==> src/rtl/pyr_pkg.sv <==
`timescale 1ns / 1ps
`default_nettype none

package pyr_pkg;

  localparam int unsigned MAX_DIM = 4096;
  localparam int unsigned CntW    = $clog2(MAX_DIM);
  localparam int unsigned DimW    = CntW + 1;
  localparam int unsigned CfgIdxW = 2;

  localparam logic [DimW-1:0] MaxDimV = DimW'(MAX_DIM);
  localparam logic [DimW-1:0] MinWidth = DimW'(2);
  localparam logic [DimW-1:0] MinHeight = DimW'(1);

  // Register indexes of the configuration port
  typedef enum logic [CfgIdxW-1:0] {
    CFG_BYTE_ORDER   = 2'd0,
    CFG_FRAME_WIDTH  = 2'd1,
    CFG_FRAME_HEIGHT = 2'd2
  } cfg_idx_e;

  // Byte order of the packed stream
  typedef enum logic {
    ORDER_YUYV = 1'b0,
    ORDER_UYVY = 1'b1
  } order_e;

  typedef struct packed {
    order_e          byte_order;
    logic [DimW-1:0] frame_width;
    logic [DimW-1:0] frame_height;
  } cfg_t;

  // One complete macropixel with its end flags
  typedef struct packed {
    logic [7:0] luma_first;
    logic [7:0] luma_second;
    logic [7:0] blue_chroma;
    logic [7:0] red_chroma;
    logic       end_of_line;
    logic       end_of_frame;
  } mpix_t;

  typedef struct packed {
    logic [7:0] blue;
    logic [7:0] green;
    logic [7:0] red;
  } rgb_t;

endpackage

`default_nettype wire

==> src/rtl/pyr_if.sv <==
`timescale 1ns / 1ps
`default_nettype none

interface pyr_byte_if;
  logic       valid;
  logic       ready;
  logic [7:0] stream_byte;

  modport source (output valid, output stream_byte, input ready);
  modport sink (input valid, input stream_byte, output ready);
endinterface

interface pyr_pix_if;
  logic       valid;
  logic       ready;
  logic [7:0] blue;
  logic [7:0] green;
  logic [7:0] red;
  logic       second_of_pair;
  logic       end_of_line;
  logic       end_of_frame;

  modport source (output valid, output blue, output green, output red,
                  output second_of_pair, output end_of_line, output end_of_frame,
                  input ready);
  modport sink (input valid, input blue, input green, input red,
                input second_of_pair, input end_of_line, input end_of_frame,
                output ready);
endinterface

interface pyr_cfg_if;
  logic        valid;
  logic        ready;
  logic [1:0]  index;
  logic [12:0] data;

  modport source (output valid, output index, output data, input ready);
  modport sink (input valid, input index, input data, output ready);
endinterface

`default_nettype wire

==> src/rtl/pyr_unpack.sv <==
`timescale 1ns / 1ps
`default_nettype none

module pyr_unpack (
  input  wire logic         clk_i,
  input  wire logic         rst_ni,
  pyr_byte_if.sink          stream_i,
  input  wire pyr_pkg::cfg_t cfg_i,
  input  wire logic         slot_free_i,
  output logic              mp_load_o,
  output pyr_pkg::mpix_t    mp_o
);
  import pyr_pkg::*;

  logic [1:0]      phase_q, phase_d;
  logic [7:0]      y0_q, y0_d, y1_q, y1_d, u_q, u_d, v_q, v_d;
  logic [CntW-1:0] col_q, col_d, row_q, row_d;
  logic            accept;
  logic            last_byte;
  logic [DimW-1:0] w_even, w_eff, h_eff;
  logic [DimW-1:0] col_next, row_next;
  logic            eol, eof;

  assign last_byte      = (phase_q == 2'd3);
  assign stream_i.ready = !last_byte || slot_free_i;
  assign accept         = stream_i.valid && stream_i.ready;

  // Round the width down to even and clamp the frame size to the usable range
  always_comb begin
    w_even = {cfg_i.frame_width[DimW-1:1], 1'b0};
    if (w_even < MinWidth) begin
      w_eff = MinWidth;
    end else if (w_even > MaxDimV) begin
      w_eff = MaxDimV;
    end else begin
      w_eff = w_even;
    end
    if (cfg_i.frame_height < MinHeight) begin
      h_eff = MinHeight;
    end else if (cfg_i.frame_height > MaxDimV) begin
      h_eff = MaxDimV;
    end else begin
      h_eff = cfg_i.frame_height;
    end
  end

  assign col_next = {1'b0, col_q} + DimW'(2);
  assign row_next = {1'b0, row_q} + DimW'(1);
  assign eol      = (col_next >= w_eff);
  assign eof      = eol && (row_next >= h_eff);

  // Steer the byte to its slot under the order now in force
  always_comb begin
    y0_d = y0_q;
    y1_d = y1_q;
    u_d  = u_q;
    v_d  = v_q;
    if (cfg_i.byte_order == ORDER_YUYV) begin
      case (phase_q)
        2'd0:    y0_d = stream_i.stream_byte;
        2'd1:    u_d  = stream_i.stream_byte;
        2'd2:    y1_d = stream_i.stream_byte;
        2'd3:    v_d  = stream_i.stream_byte;
        default: y0_d = y0_q;
      endcase
    end else begin
      case (phase_q)
        2'd0:    u_d  = stream_i.stream_byte;
        2'd1:    y0_d = stream_i.stream_byte;
        2'd2:    v_d  = stream_i.stream_byte;
        2'd3:    y1_d = stream_i.stream_byte;
        default: u_d  = u_q;
      endcase
    end
  end

  always_comb begin
    phase_d = phase_q + 2'd1;
    col_d   = col_q;
    row_d   = row_q;
    if (last_byte) begin
      if (eol) begin
        col_d = '0;
        row_d = eof ? '0 : row_next[CntW-1:0];
      end else begin
        col_d = col_next[CntW-1:0];
      end
    end
  end

  assign mp_load_o = accept && last_byte;
  assign mp_o      = '{luma_first: y0_d, luma_second: y1_d, blue_chroma: u_d,
                       red_chroma: v_d, end_of_line: eol, end_of_frame: eof};

  always_ff @(posedge clk_i or negedge rst_ni) begin
    if (!rst_ni) begin
      phase_q <= '0;
      y0_q    <= '0;
      y1_q    <= '0;
      u_q     <= '0;
      v_q     <= '0;
      col_q   <= '0;
      row_q   <= '0;
    end else if (accept) begin
      phase_q <= phase_d;
      y0_q    <= y0_d;
      y1_q    <= y1_d;
      u_q     <= u_d;
      v_q     <= v_d;
      col_q   <= col_d;
      row_q   <= row_d;
    end
  end

endmodule

`default_nettype wire

==> src/rtl/pyr_convert.sv <==
`timescale 1ns / 1ps
`default_nettype none

module pyr_convert (
  input  wire logic [7:0] luma_i,
  input  wire logic [7:0] blue_chroma_i,
  input  wire logic [7:0] red_chroma_i,
  output pyr_pkg::rgb_t   rgb_o
);
  import pyr_pkg::*;

  logic signed [7:0]  u, v;
  logic signed [19:0] prod_b, prod_r, sum_g;
  logic signed [9:0]  cb, cr, cg;
  logic signed [10:0] luma_s, b_raw, g_raw, r_raw;

  function automatic logic [7:0] clamp8(input logic signed [10:0] x);
    logic [7:0] res;
    if (x < 0) begin
      res = 8'd0;
    end else if (x > 11'sd255) begin
      res = 8'd255;
    end else begin
      res = x[7:0];
    end
    return res;
  endfunction

  // Offset binary to two's complement: subtract 128
  assign u = $signed({~blue_chroma_i[7], blue_chroma_i[6:0]});
  assign v = $signed({~red_chroma_i[7], red_chroma_i[6:0]});

  assign prod_b = 20'(u) * $signed(20'd454);
  assign prod_r = 20'(v) * $signed(20'd359);
  assign sum_g  = 20'(u) * $signed(20'd88) + 20'(v) * $signed(20'd183);

  // Arithmetic shift by 8, floor rounding
  assign cb = prod_b[17:8];
  assign cr = prod_r[17:8];
  assign cg = sum_g[17:8];

  assign luma_s = $signed({3'b000, luma_i});
  assign b_raw  = luma_s + 11'(cb);
  assign g_raw  = luma_s - 11'(cg);
  assign r_raw  = luma_s + 11'(cr);

  assign rgb_o = '{blue: clamp8(b_raw), green: clamp8(g_raw), red: clamp8(r_raw)};

endmodule

`default_nettype wire

==> src/rtl/pyr_pair_buf.sv <==
`timescale 1ns / 1ps
`default_nettype none

module pyr_pair_buf (
  input  wire logic           clk_i,
  input  wire logic           rst_ni,
  input  wire logic           mp_load_i,
  input  wire pyr_pkg::mpix_t mp_i,
  output logic                slot_free_o,
  pyr_pix_if.source           pixel_o
);
  import pyr_pkg::*;

  mpix_t mp_q;
  logic  valid_q, valid_d;
  logic  sel_q, sel_d;
  logic  xfer;
  rgb_t  rgb;

  assign xfer        = pixel_o.valid && pixel_o.ready;
  assign slot_free_o = !valid_q || (xfer && sel_q);

  pyr_convert u_convert (
    .luma_i        (sel_q ? mp_q.luma_second : mp_q.luma_first),
    .blue_chroma_i (mp_q.blue_chroma),
    .red_chroma_i  (mp_q.red_chroma),
    .rgb_o         (rgb)
  );

  always_comb begin
    valid_d = valid_q;
    sel_d   = sel_q;
    if (xfer) begin
      sel_d = !sel_q;
      if (sel_q) begin
        valid_d = 1'b0;
      end
    end
    if (mp_load_i) begin
      valid_d = 1'b1;
      sel_d   = 1'b0;
    end
  end

  always_ff @(posedge clk_i or negedge rst_ni) begin
    if (!rst_ni) begin
      valid_q <= 1'b0;
      sel_q   <= 1'b0;
    end else begin
      valid_q <= valid_d;
      sel_q   <= sel_d;
    end
  end

  always_ff @(posedge clk_i) begin
    if (mp_load_i) begin
      mp_q <= mp_i;
    end
  end

  assign pixel_o.valid          = valid_q;
  assign pixel_o.blue           = rgb.blue;
  assign pixel_o.green          = rgb.green;
  assign pixel_o.red            = rgb.red;
  assign pixel_o.second_of_pair = sel_q;
  assign pixel_o.end_of_line    = sel_q && mp_q.end_of_line;
  assign pixel_o.end_of_frame   = sel_q && mp_q.end_of_frame;

endmodule

`default_nettype wire

==> src/rtl/packed_yuv422_to_rgb_top.sv <==
// Packed 4:2:2 camera stream to 24-bit RGB.
// stream_i takes one raw byte per transfer, in Y0 U Y1 V or U Y0 V Y1 order
// as byte_order selects. Every fourth byte completes a macropixel, and
// pixel_o then gives two pixels sharing its chroma: the first with
// second_of_pair low, the second with second_of_pair high and the line and
// frame end flags.
// cfg_i writes byte_order (index 0), frame_width (1) and frame_height (2);
// it is always ready, and writes to other indexes are dropped. Write only
// while the stream is idle.
// The first pixel is valid in the cycle after the fourth byte's transfer,
// the second in the cycle after the receiver takes the first.
// Throughput: one byte per cycle, sustained while the receiver takes every
// pixel, through the single macropixel register feeding pixel_o.
// When the receiver stalls, the pixel holds; the first three bytes of the
// next macropixel are still taken, and the fourth waits until the second
// pixel of the held macropixel has gone.
// Reset clears the byte phase, counters and output valid, and loads the
// default configuration (YUYV order, 640 x 480).
`timescale 1ns / 1ps
`default_nettype none

module packed_yuv422_to_rgb_top (
  input  wire logic clk_i,
  input  wire logic rst_ni,
  pyr_byte_if.sink  stream_i,
  pyr_cfg_if.sink   cfg_i,
  pyr_pix_if.source pixel_o
);
  import pyr_pkg::*;

  cfg_t  cfg_q;
  logic  slot_free;
  logic  mp_load;
  mpix_t mp;

  // Configuration registers: always ready
  assign cfg_i.ready = 1'b1;

  always_ff @(posedge clk_i or negedge rst_ni) begin
    if (!rst_ni) begin
      cfg_q.byte_order   <= ORDER_YUYV;
      cfg_q.frame_width  <= DimW'(640);
      cfg_q.frame_height <= DimW'(480);
    end else if (cfg_i.valid) begin
      case (cfg_idx_e'(cfg_i.index))
        CFG_BYTE_ORDER:   cfg_q.byte_order   <= order_e'(cfg_i.data[0]);
        CFG_FRAME_WIDTH:  cfg_q.frame_width  <= cfg_i.data;
        CFG_FRAME_HEIGHT: cfg_q.frame_height <= cfg_i.data;
        default:          cfg_q              <= cfg_q;
      endcase
    end
  end

  // Gather bytes into macropixels and track position in the frame
  pyr_unpack u_unpack (
    .clk_i       (clk_i),
    .rst_ni      (rst_ni),
    .stream_i    (stream_i),
    .cfg_i       (cfg_q),
    .slot_free_i (slot_free),
    .mp_load_o   (mp_load),
    .mp_o        (mp)
  );

  // Hold the macropixel and hand out its two converted pixels
  pyr_pair_buf u_pair_buf (
    .clk_i       (clk_i),
    .rst_ni      (rst_ni),
    .mp_load_i   (mp_load),
    .mp_i        (mp),
    .slot_free_o (slot_free),
    .pixel_o     (pixel_o)
  );

endmodule

`default_nettype wire

==> src/flat_wrapper.sv <==
// flat-port wrapper written by rule: the top's interface ports become plain ports
module packed_yuv422_to_rgb_top_flat import pyr_pkg::*;
  (clk_i, rst_ni, stream_i_valid, stream_i_stream_byte, stream_i_ready, cfg_i_valid, cfg_i_index, cfg_i_data, cfg_i_ready, pixel_o_valid, pixel_o_blue, pixel_o_green, pixel_o_red, pixel_o_second_of_pair, pixel_o_end_of_line, pixel_o_end_of_frame, pixel_o_ready);
  pyr_byte_if stream_i_i ();
  pyr_cfg_if cfg_i_i ();
  pyr_pix_if pixel_o_i ();
  input  wire logic clk_i;
  input  wire logic rst_ni;
  input wire logic [$bits(stream_i_i.valid)-1:0] stream_i_valid;
  input wire logic [$bits(stream_i_i.stream_byte)-1:0] stream_i_stream_byte;
  output wire logic [$bits(stream_i_i.ready)-1:0] stream_i_ready;
  input wire logic [$bits(cfg_i_i.valid)-1:0] cfg_i_valid;
  input wire logic [$bits(cfg_i_i.index)-1:0] cfg_i_index;
  input wire logic [$bits(cfg_i_i.data)-1:0] cfg_i_data;
  output wire logic [$bits(cfg_i_i.ready)-1:0] cfg_i_ready;
  output wire logic [$bits(pixel_o_i.valid)-1:0] pixel_o_valid;
  output wire logic [$bits(pixel_o_i.blue)-1:0] pixel_o_blue;
  output wire logic [$bits(pixel_o_i.green)-1:0] pixel_o_green;
  output wire logic [$bits(pixel_o_i.red)-1:0] pixel_o_red;
  output wire logic [$bits(pixel_o_i.second_of_pair)-1:0] pixel_o_second_of_pair;
  output wire logic [$bits(pixel_o_i.end_of_line)-1:0] pixel_o_end_of_line;
  output wire logic [$bits(pixel_o_i.end_of_frame)-1:0] pixel_o_end_of_frame;
  input wire logic [$bits(pixel_o_i.ready)-1:0] pixel_o_ready;
  assign stream_i_i.valid = stream_i_valid;
  assign stream_i_i.stream_byte = stream_i_stream_byte;
  assign stream_i_ready = stream_i_i.ready;
  assign cfg_i_i.valid = cfg_i_valid;
  assign cfg_i_i.index = cfg_i_index;
  assign cfg_i_i.data = cfg_i_data;
  assign cfg_i_ready = cfg_i_i.ready;
  assign pixel_o_valid = pixel_o_i.valid;
  assign pixel_o_blue = pixel_o_i.blue;
  assign pixel_o_green = pixel_o_i.green;
  assign pixel_o_red = pixel_o_i.red;
  assign pixel_o_second_of_pair = pixel_o_i.second_of_pair;
  assign pixel_o_end_of_line = pixel_o_i.end_of_line;
  assign pixel_o_end_of_frame = pixel_o_i.end_of_frame;
  assign pixel_o_i.ready = pixel_o_ready;
  packed_yuv422_to_rgb_top u_core (.clk_i(clk_i), .rst_ni(rst_ni), .stream_i(stream_i_i), .cfg_i(cfg_i_i), .pixel_o(pixel_o_i));
endmodule
==> config.mk <==
export PLATFORM = sky130hd
export DESIGN_NAME = packed_yuv422_to_rgb_top_flat
export DESIGN_NICKNAME = d
export VERILOG_FILES = /design/src/rtl/pyr_pkg.sv /design/src/rtl/pyr_if.sv /design/src/rtl/pyr_unpack.sv /design/src/rtl/pyr_convert.sv /design/src/rtl/pyr_pair_buf.sv /design/src/rtl/packed_yuv422_to_rgb_top.sv /design/src/flat_wrapper.sv
export SDC_FILE = /design/constraint.sdc
export NUM_CORES = 1
export LEC_CHECK = 0
export BUFFER_PORTS_ARGS = -buffer_cell sky130_fd_sc_hd__buf_2
export CORE_ASPECT_RATIO = 0.75
export CORE_MARGIN = 2
export CORE_UTILIZATION = 50
export CTS_CLUSTER_DIAMETER = 60
export DETAILED_ROUTE_END_ITERATION = 7
export PLACE_DENSITY = 0.77
export REMOVE_ABC_BUFFERS = 1
export SYNTH_ARGS = -nofsm -noshare
export SYNTH_HDL_FRONTEND = slang
export SYNTH_SLANG_ARGS = --single-unit
==> constraint.sdc <==
create_clock -name clk_i -period 13.75 [get_ports clk_i]
set_input_delay 1.375 -clock clk_i [delete_from_list [all_inputs] [get_ports clk_i]]
set_output_delay 1.375 -clock clk_i [all_outputs]
set_load 0.02 [all_outputs]
==> summary.md, run 1 <==
| Metric | Value |
|---|---|
| Outcome | finished, final reports clean |
| Crit path largest cell delay | 0.56 ns |
| Crit path kind | reg2out |
| Clock transition at path regs | 0.06 ns |
| Core Area | 23200 um2 |
| Layout Nets | roughly 1500 |
| Final max-slew violation count | 0 |
| Worst Hold Class | reg2reg |
| Syn avg cell area | approximately 10 um2 |
| WP depth | 31 |
| Cells after synthesis | roughly 1200 |
| All-Layer GR Usage | around 22% |
| Register area share after synthesis | 26.6% |
| Fin crit share | 68.6% |
| Top_reg_cell synth | dfrtp_1 |
| Post-detailed-route count of antenna-violating nets | 0 |
| Reg area | around 3200 um2 |
| Post-CTS Setup Bufs | 0 |
| WP buf/inv | 8 |
| Clock sink total | approximately 120 |
| Crit path max fanout | 9 |
| Antenna diodes | 0 |
| Post-CTS Resized | 0 |
| Initial core utilization | between 50% and 60% |
| Post-route design area | ~13000 um2 |
| DRT iter0 DRCs | 572 |
| Post-DP HPWL | about 21 mm |
| Slowest-stage cell, CP | fa_1 |
| First-pass GRT wire length | approximately 44 mm |
| Via count | between 8000 and 9000 |
| Final TNS setup | 0 ns |
| RSZ-0062 raised after global routing | no |
| Worst skew pair latency | 0.42 ns |
| Die height | 138 um |
| Final WL | roughly 26 mm |
| Die Wd | between 150 and 200 um |
| Critical Path RT | between 10 and 15 ns |
| Layout overhead on the synthesized area | 10.1% |
| WL/cell | approximately 17 um |
| FMAX | about 110 MHz |
| Netlist cell types | 72 |
| Worst Tran Pin Value | 1.20 ns |
| Cell family with most CP delay | adder cells |
| Fin. Hold Viols | 0 |
| Max_cap viols | 0 |
| Routability cong. | between 0.9 and 1 |
| Number of enable flip-flop cells after synthesis | 34 |
| Clock Path Buffers | 2 |
| R2R cell count | 14 |
| Port buffer count | 56 |
| Synthesis-stage register bit count | approximately 120 |
| Rel. slew slack | 17.7% |
| Die area | 25000 um2 |
| Minimum clock period | about 9.4 ns |
| Crit path launch type | flop |
| Setup violations, final | 0 |
| CP Capture Type | primary output |
| # fillers | ~1900 |
| Total gr overflow | 0 |
| Placed Area | 12500 um2 |
| Rows | 48 |
| Area of the multi-input gates | around 8000 um2 |
| Final core utilization | 56.4% |
| IO Pins | just under 60 |
| CTS tree | yes |
| Mapped Area | 11900 um2 |
| Largest net degree at the start of global routing | 44 |
| Asr flop ratio synth | between 70 and 80% |
| Initial antenna violation count | 2 |
| Avg Vias per Cell | around 5.7 |
| CTS H-tree depth | 4 |
| Share of cells above drive strength 1 | between 15 and 20% |
| WP data arrival | roughly 8.1 ns |
| Crit path top cell by count | inv_1 |
| Hold Buf Count CTS | 0 |
| Residual DRC | 0 |
| Vias in the first global route | ~8700 |
| Hold path depth | 1 |
| Number of synthesis warnings | 0 |
| Root Buffer | clkbuf_16 |
| TritonCTS Buffers | 17 |
| Detailed Routing Iterations Pass 1 | 5 |
| Clk_skew | approximately 0.011 ns |
layout make-up:
cell class	count	share of cell area, %
Multi-Input combinational cell	860	61.6
Inverter	157	4.51
Clock buffer	17	3.25
Timing Repair Buffer	62	2.51
Tap cell	300	2.87
Sequential cell	119	24.1
Clock inverter	15	1.18
placed cells by master (no fill, tap or decap), drive strengths merged, types with 12 or more instances in the layout:
cell	instances
o21ai	30
inv	166
nand2	60
ha	200
clkbuf	17
nor3	12
xnor2	46
nand3	18
xor2	27
buf	62
nor2	40
dfrtp	79
nor2b	13
fa	60
a31oi	13
o21a	18
mux2	100
mux2i	15
edfxtp	34
a21o	22
a21oi	53
cell usage after synthesis, types with 3 or more instances:
library cell    n  share of area, %
fa_1           60                10
buf_1           5              0.16
o211ai_1        8              0.51
a21o_1         21               1.3
dfrtp_1        79                17
o21bai_1        7              0.44
mux2_2        100               9.5
xnor2_1        46               3.4
o31ai_1         6              0.38
or3_1           6              0.32
nand2b_1        6              0.32
and4_1          3              0.22
mux2i_1        15               1.3
o21ai_0        29               1.2
a211oi_1       10              0.63
o21a_1         18               1.1
a21oi_1        52               2.2
and2_1          6              0.32
nand3b_1        4              0.25
nor3_1         11              0.46
inv_1         157               5.0
nand2_1        60               1.9
nor2b_1        13              0.68
nor2_1         40               1.3
ha_1          200                21
a31oi_1        13              0.68
o22ai_1         4              0.21
clkbuf_1       12              0.38
or2_2           4              0.21
a311oi_1        4              0.29
xor2_1         27               2.0
and3_1          9              0.47
nand4_1        10              0.53
nor4_1          7              0.37
nand3_1        18              0.76
edfxtp_1       34               8.6
dfstp_2         6               1.3
or4_1           5              0.32
logic make-up after synthesis:
logic type	count (synthesis)	share of synthesized area (%)
buffers and inverters	177	5.70
xor gates and xnor gates	73	5.38
DFF	119	26.6
AOI/OAI and AO/OA	199	11.3
other	1	0.0316
and+or+nand+nor	212	9.09
muxes	115	10.7
adders and majority gates	260	31.2
flip-flops by register name, summed over array words and instances (netlist names):
| signal | count |
|---|---|
| u_core.u_unpack.col_q | 11 |
| u_core.u_pair_buf.mp_q | 34 |
| u_core.u_pair_buf.pixel_o.valid | 1 |
| u_core.u_unpack.u_q | 8 |
| u_core.u_pair_buf.pixel_o.second_of_pair | 1 |
| u_core.cfg_q | 26 |
| u_core.u_unpack.v_q | 8 |
| u_core.u_unpack.row_q | 12 |
| u_core.u_unpack.y0_q | 8 |
| u_core.u_unpack.phase_q | 2 |
| u_core.u_unpack.y1_q | 8 |
metrics by stage:
stage | instances | worst slack (ns) | hold WS, ns
6_report | 1530 | 4.32 | 0.505
2_1_floorplan | 1136 | 5.18 | 0.475
5_1_grt | 1530 | 3.85 | 0.514
3_3_place_gp | 1498 | 4.94 | 0.483
3_5_place_dp | 1498 | 4.77 | 0.490
4_1_cts | 1530 | 4.30 | 0.506
routing by layer:
metal  wire length [um]  global-route usage (%)
met2              11300                    34.2
met4                510                    6.32
met5                 13                       0
met3               1650                    3.46
met1              12900                    32.9
path summary, 6_finish.rpt:
check / startpoint / end / slack (ns)
max: u_core.u_pair_buf.mp_q[11] / pixel_o_green[2] / 4.32
min: u_core.u_unpack.y0_q[5] / u_core.u_unpack.y0_q[5] / 0.50
max reg2reg: u_core.u_unpack.row_q[0] / u_core.u_unpack.row_q[8] / 9.82
min reg2reg: u_core.u_unpack.y0_q[5] / u_core.u_unpack.y0_q[5] / 0.50
max in group asynchronous: rst_ni / u_core.u_unpack.v_q[2] / 11.85
min in group asynchronous: rst_ni / u_core.cfg_q[24] / 0.94
Power of run 1 is not shown: default switching activity piles up to over one toggle a cycle in this logic, so the estimate is an artifact.
==> run 2: changes to the inputs <==
clock period = 9.03 ns   (was 13.75 ns; I/O delays follow)
==> run 2 against run 1 <==
Against the previous run: die area unchanged; register-to-register slack got worse by 4.6 ns; core utilization rose by 0.71 points; highest routed layer unchanged; clock-buffer cell count unchanged; design area grew 1.3%; critical path type unchanged; worst setup slack worse by 4.0 ns; largest cell class unchanged; clock skew shrank 0.0010 ns; sequential share of layout area fell by 0.30 points; first-iteration DRC count shrank 0.70%; non-clock buffer count is 8 higher; worst hold slack got worse by 0.028 ns.
==> summary.md, run 2 (synthesized netlist as in run 1, its figures left out) <==
| Metric | Value |
|---|---|
| Outcome | finished, final reports clean |
| Placed Area | 12500 um2 (unchanged) |
| Core Area | 23200 um2 (unchanged) |
| Detailed Routing Iterations Pass 1 | 7 (+2) |
| Die area | 25000 um2 (unchanged) |
| All-Layer GR Usage | 22.2% (-0.13 points) |
| Worst Hold Class | in2async |
| Rows | 48 (unchanged) |
| CTS H-tree depth | 4 (unchanged) |
| Post-route design area | 13200 um2 (+1.3%) |
| Fin. Hold Viols | 0 (unchanged) |
| CP Capture Type | primary output |
| Layout Nets | 1513 (+0.53%) |
| Total gr overflow | 0 (unchanged) |
| Layout overhead on the synthesized area | 11.4% |
| Post-route insts no fill | 1538 (+0.52%) |
| Fin crit share | ~96% |
| Most frequent cells in the layout | 198 x ha_1, 157 x inv_1, 100 x mux2_2, 79 x dfrtp_1, 60 x nand2_1 |
| Crit path largest cell delay | 0.55 ns (about the same) |
| Final WL | 26.8 mm (+1.2%) |
| Worst reg-to-reg setup slack | 5.21 ns (-4.61 ns) |
| Clock Path Buffers | 2 (unchanged) |
| WP data arrival | 7.77 ns (-0.29 ns) |
| FMAX | around 120 MHz |
| Port buffer count | 56 (unchanged) |
| Share of cells above drive strength 1 | 18.9% (+1.3 points) |
| Worst Tran Pin Value | 1.13 ns (-0.0744 ns) |
| WL/cell | 17.4 um (+0.72%) |
| Initial antenna violation count | 1 (-1) |
| Residual DRC | 0 (unchanged) |
| R2R cell count | 14 (unchanged) |
| Top Registers | u_core.u_pair_buf.mp_q x34, u_core.cfg_q x26, u_core.u_unpack.row_q x12 |
| Crit path launch type | flop |
| Routability cong. | 0.908 (unchanged) |
| Minimum clock period | just under 9 ns |
| Crit path max fanout | 9 (unchanged) |
| Commonest non-fill, non-tap cell in the layout | ha_1 |
| Root Buffer | clkbuf_16 |
| Setup violations, final | 0 (unchanged) |
| RSZ-0062 raised after global routing | yes |
| First-pass GRT wire length | 43.9 mm (-0.44%) |
| Rel. slew slack | 22.8% (+5.1 points) |
| Die Wd | 182 um (unchanged) |
| R2r startpoint | u_core.u_unpack.row_q[0] |
| Placed insts | 1498 (unchanged) |
| Post-DP HPWL | 21.1 mm (+0.57%) |
| Clock sink total | 119 (unchanged) |
| Max reg flops | 34 (unchanged) |
| Initial core utilization | 51.3% (unchanged) |
| Clk_skew | 0.00973 ns (-0.00100 ns) |
| Hold Buf Count CTS | 0 (unchanged) |
| Final core utilization | 57.1% (+0.71 points) |
| Antenna diodes | 0 (unchanged) |
| Avg Vias per Cell | 5.64 (-0.49%) |
| Crit path kind | reg2out |
| Reg with most FFs | u_core.u_pair_buf.mp_q |
| Worst skew pair latency | 0.42 ns (about the same) |
| Vias in the first global route | 8673 (+0.023%) |
| Worst setup path startpoint | u_core.u_pair_buf.mp_q[12] |
| Post-detailed-route count of antenna-violating nets | 0 (unchanged) |
| Clock transition at path regs | 0.06 ns (about the same) |
| DRT iter0 DRCs | 568 (-0.70%) |
| TritonCTS Buffers | 17 (unchanged) |
| Final max-slew violation count | 0 (unchanged) |
| IO Pins | 58 (unchanged) |
| Via count | 8670 (+0.035%) |
| RR Endpoint | u_core.u_unpack.row_q[8] |
| Largest net degree at the start of global routing | 44 (unchanged) |
| Critical Path RT | 8.13 ns (-4.25 ns) |
| Slowest-stage cell, CP | fa_1 |
| Die height | 138 um (unchanged) |
| CTS tree | yes |
| Max_cap viols | 0 (unchanged) |
| WHS | 0.476 ns (-0.0285 ns) |
[run 2: cell count changes in the layout (fill, tap and decap cells not counted), sizes merged]
| cell | before | now |
|---|---|---|
| buf | 62 | 70 |
| clkinv | 4 | 0 |
| bufinv | 0 | 2 |
| clkinvlp | 2 | 3 |
| inv | 166 | 167 |
[run 2: through the flow]
step,setup TNS (ns),setup WS [ns]
final,0,0.358
after global routing,-0.264,-0.0690
after CTS,0,0.0722
after detailed placement,0,0.513
after global placement,0,0.691
after floorplan,0,0.930
[run 2: layer usage]
| layer | up-vias | wire [um] | track usage [%] |
|---|---|---|---|
| li1 | 4211 | - | - |
| met1 | 4191 | 13000 | 32.2 |
| met2 | 228 | 11500 | 33.9 |
| met3 | 38 | 1820 | 4.81 |
| met4 | 2 | 404 | 5.60 |
| met5 | - | 18 | 0 |
[run 2: final cells by class]
cell class	instances	area, um2
clock buffer	17	425
clock inverter	15	178
fill	1933	9940
inverter	157	589
multi-input combinational	860	8120
sequential	119	3160
tap	300	375
timing repair buffer	70	398
[run 2: how the worst max path moves through the flow]
stage / to / slack (ns) / depth (start not counted)
4_1_cts: pixel_o_green[2] / 0.07 / 31
3_3_place_gp: pixel_o_green[4] / 0.69 / 29
5_1_grt: pixel_o_green[1] / -0.07 / 30
6_report: pixel_o_green[1] / 0.36 / 29
2_1_floorplan: pixel_o_green[0] / 0.93 / 28
3_5_place_dp: pixel_o_green[2] / 0.51 / 31
[run 2: what timing repair did]
action,in CTS,in global routing
setup endpoints to repair,0,8
buffers inserted,0,8
gates resized for setup,0,22
[run 2: worst max-delay path: cells and delay by family (launching register included)]
| family | cells | cell delay [ns] |
|---|---|---|
| and+or+nand+nor | 5 | 1.28 |
| adders and majority gates | 10 | 4.01 |
| buffers and inverters | 6 | 0.47 |
| DFF | 1 | 0.47 |
| AOI/OAI and AO/OA | 6 | 0.84 |
| xor gates and xnor gates | 2 | 0.25 |
Power of run 2 is left out for the same reason.
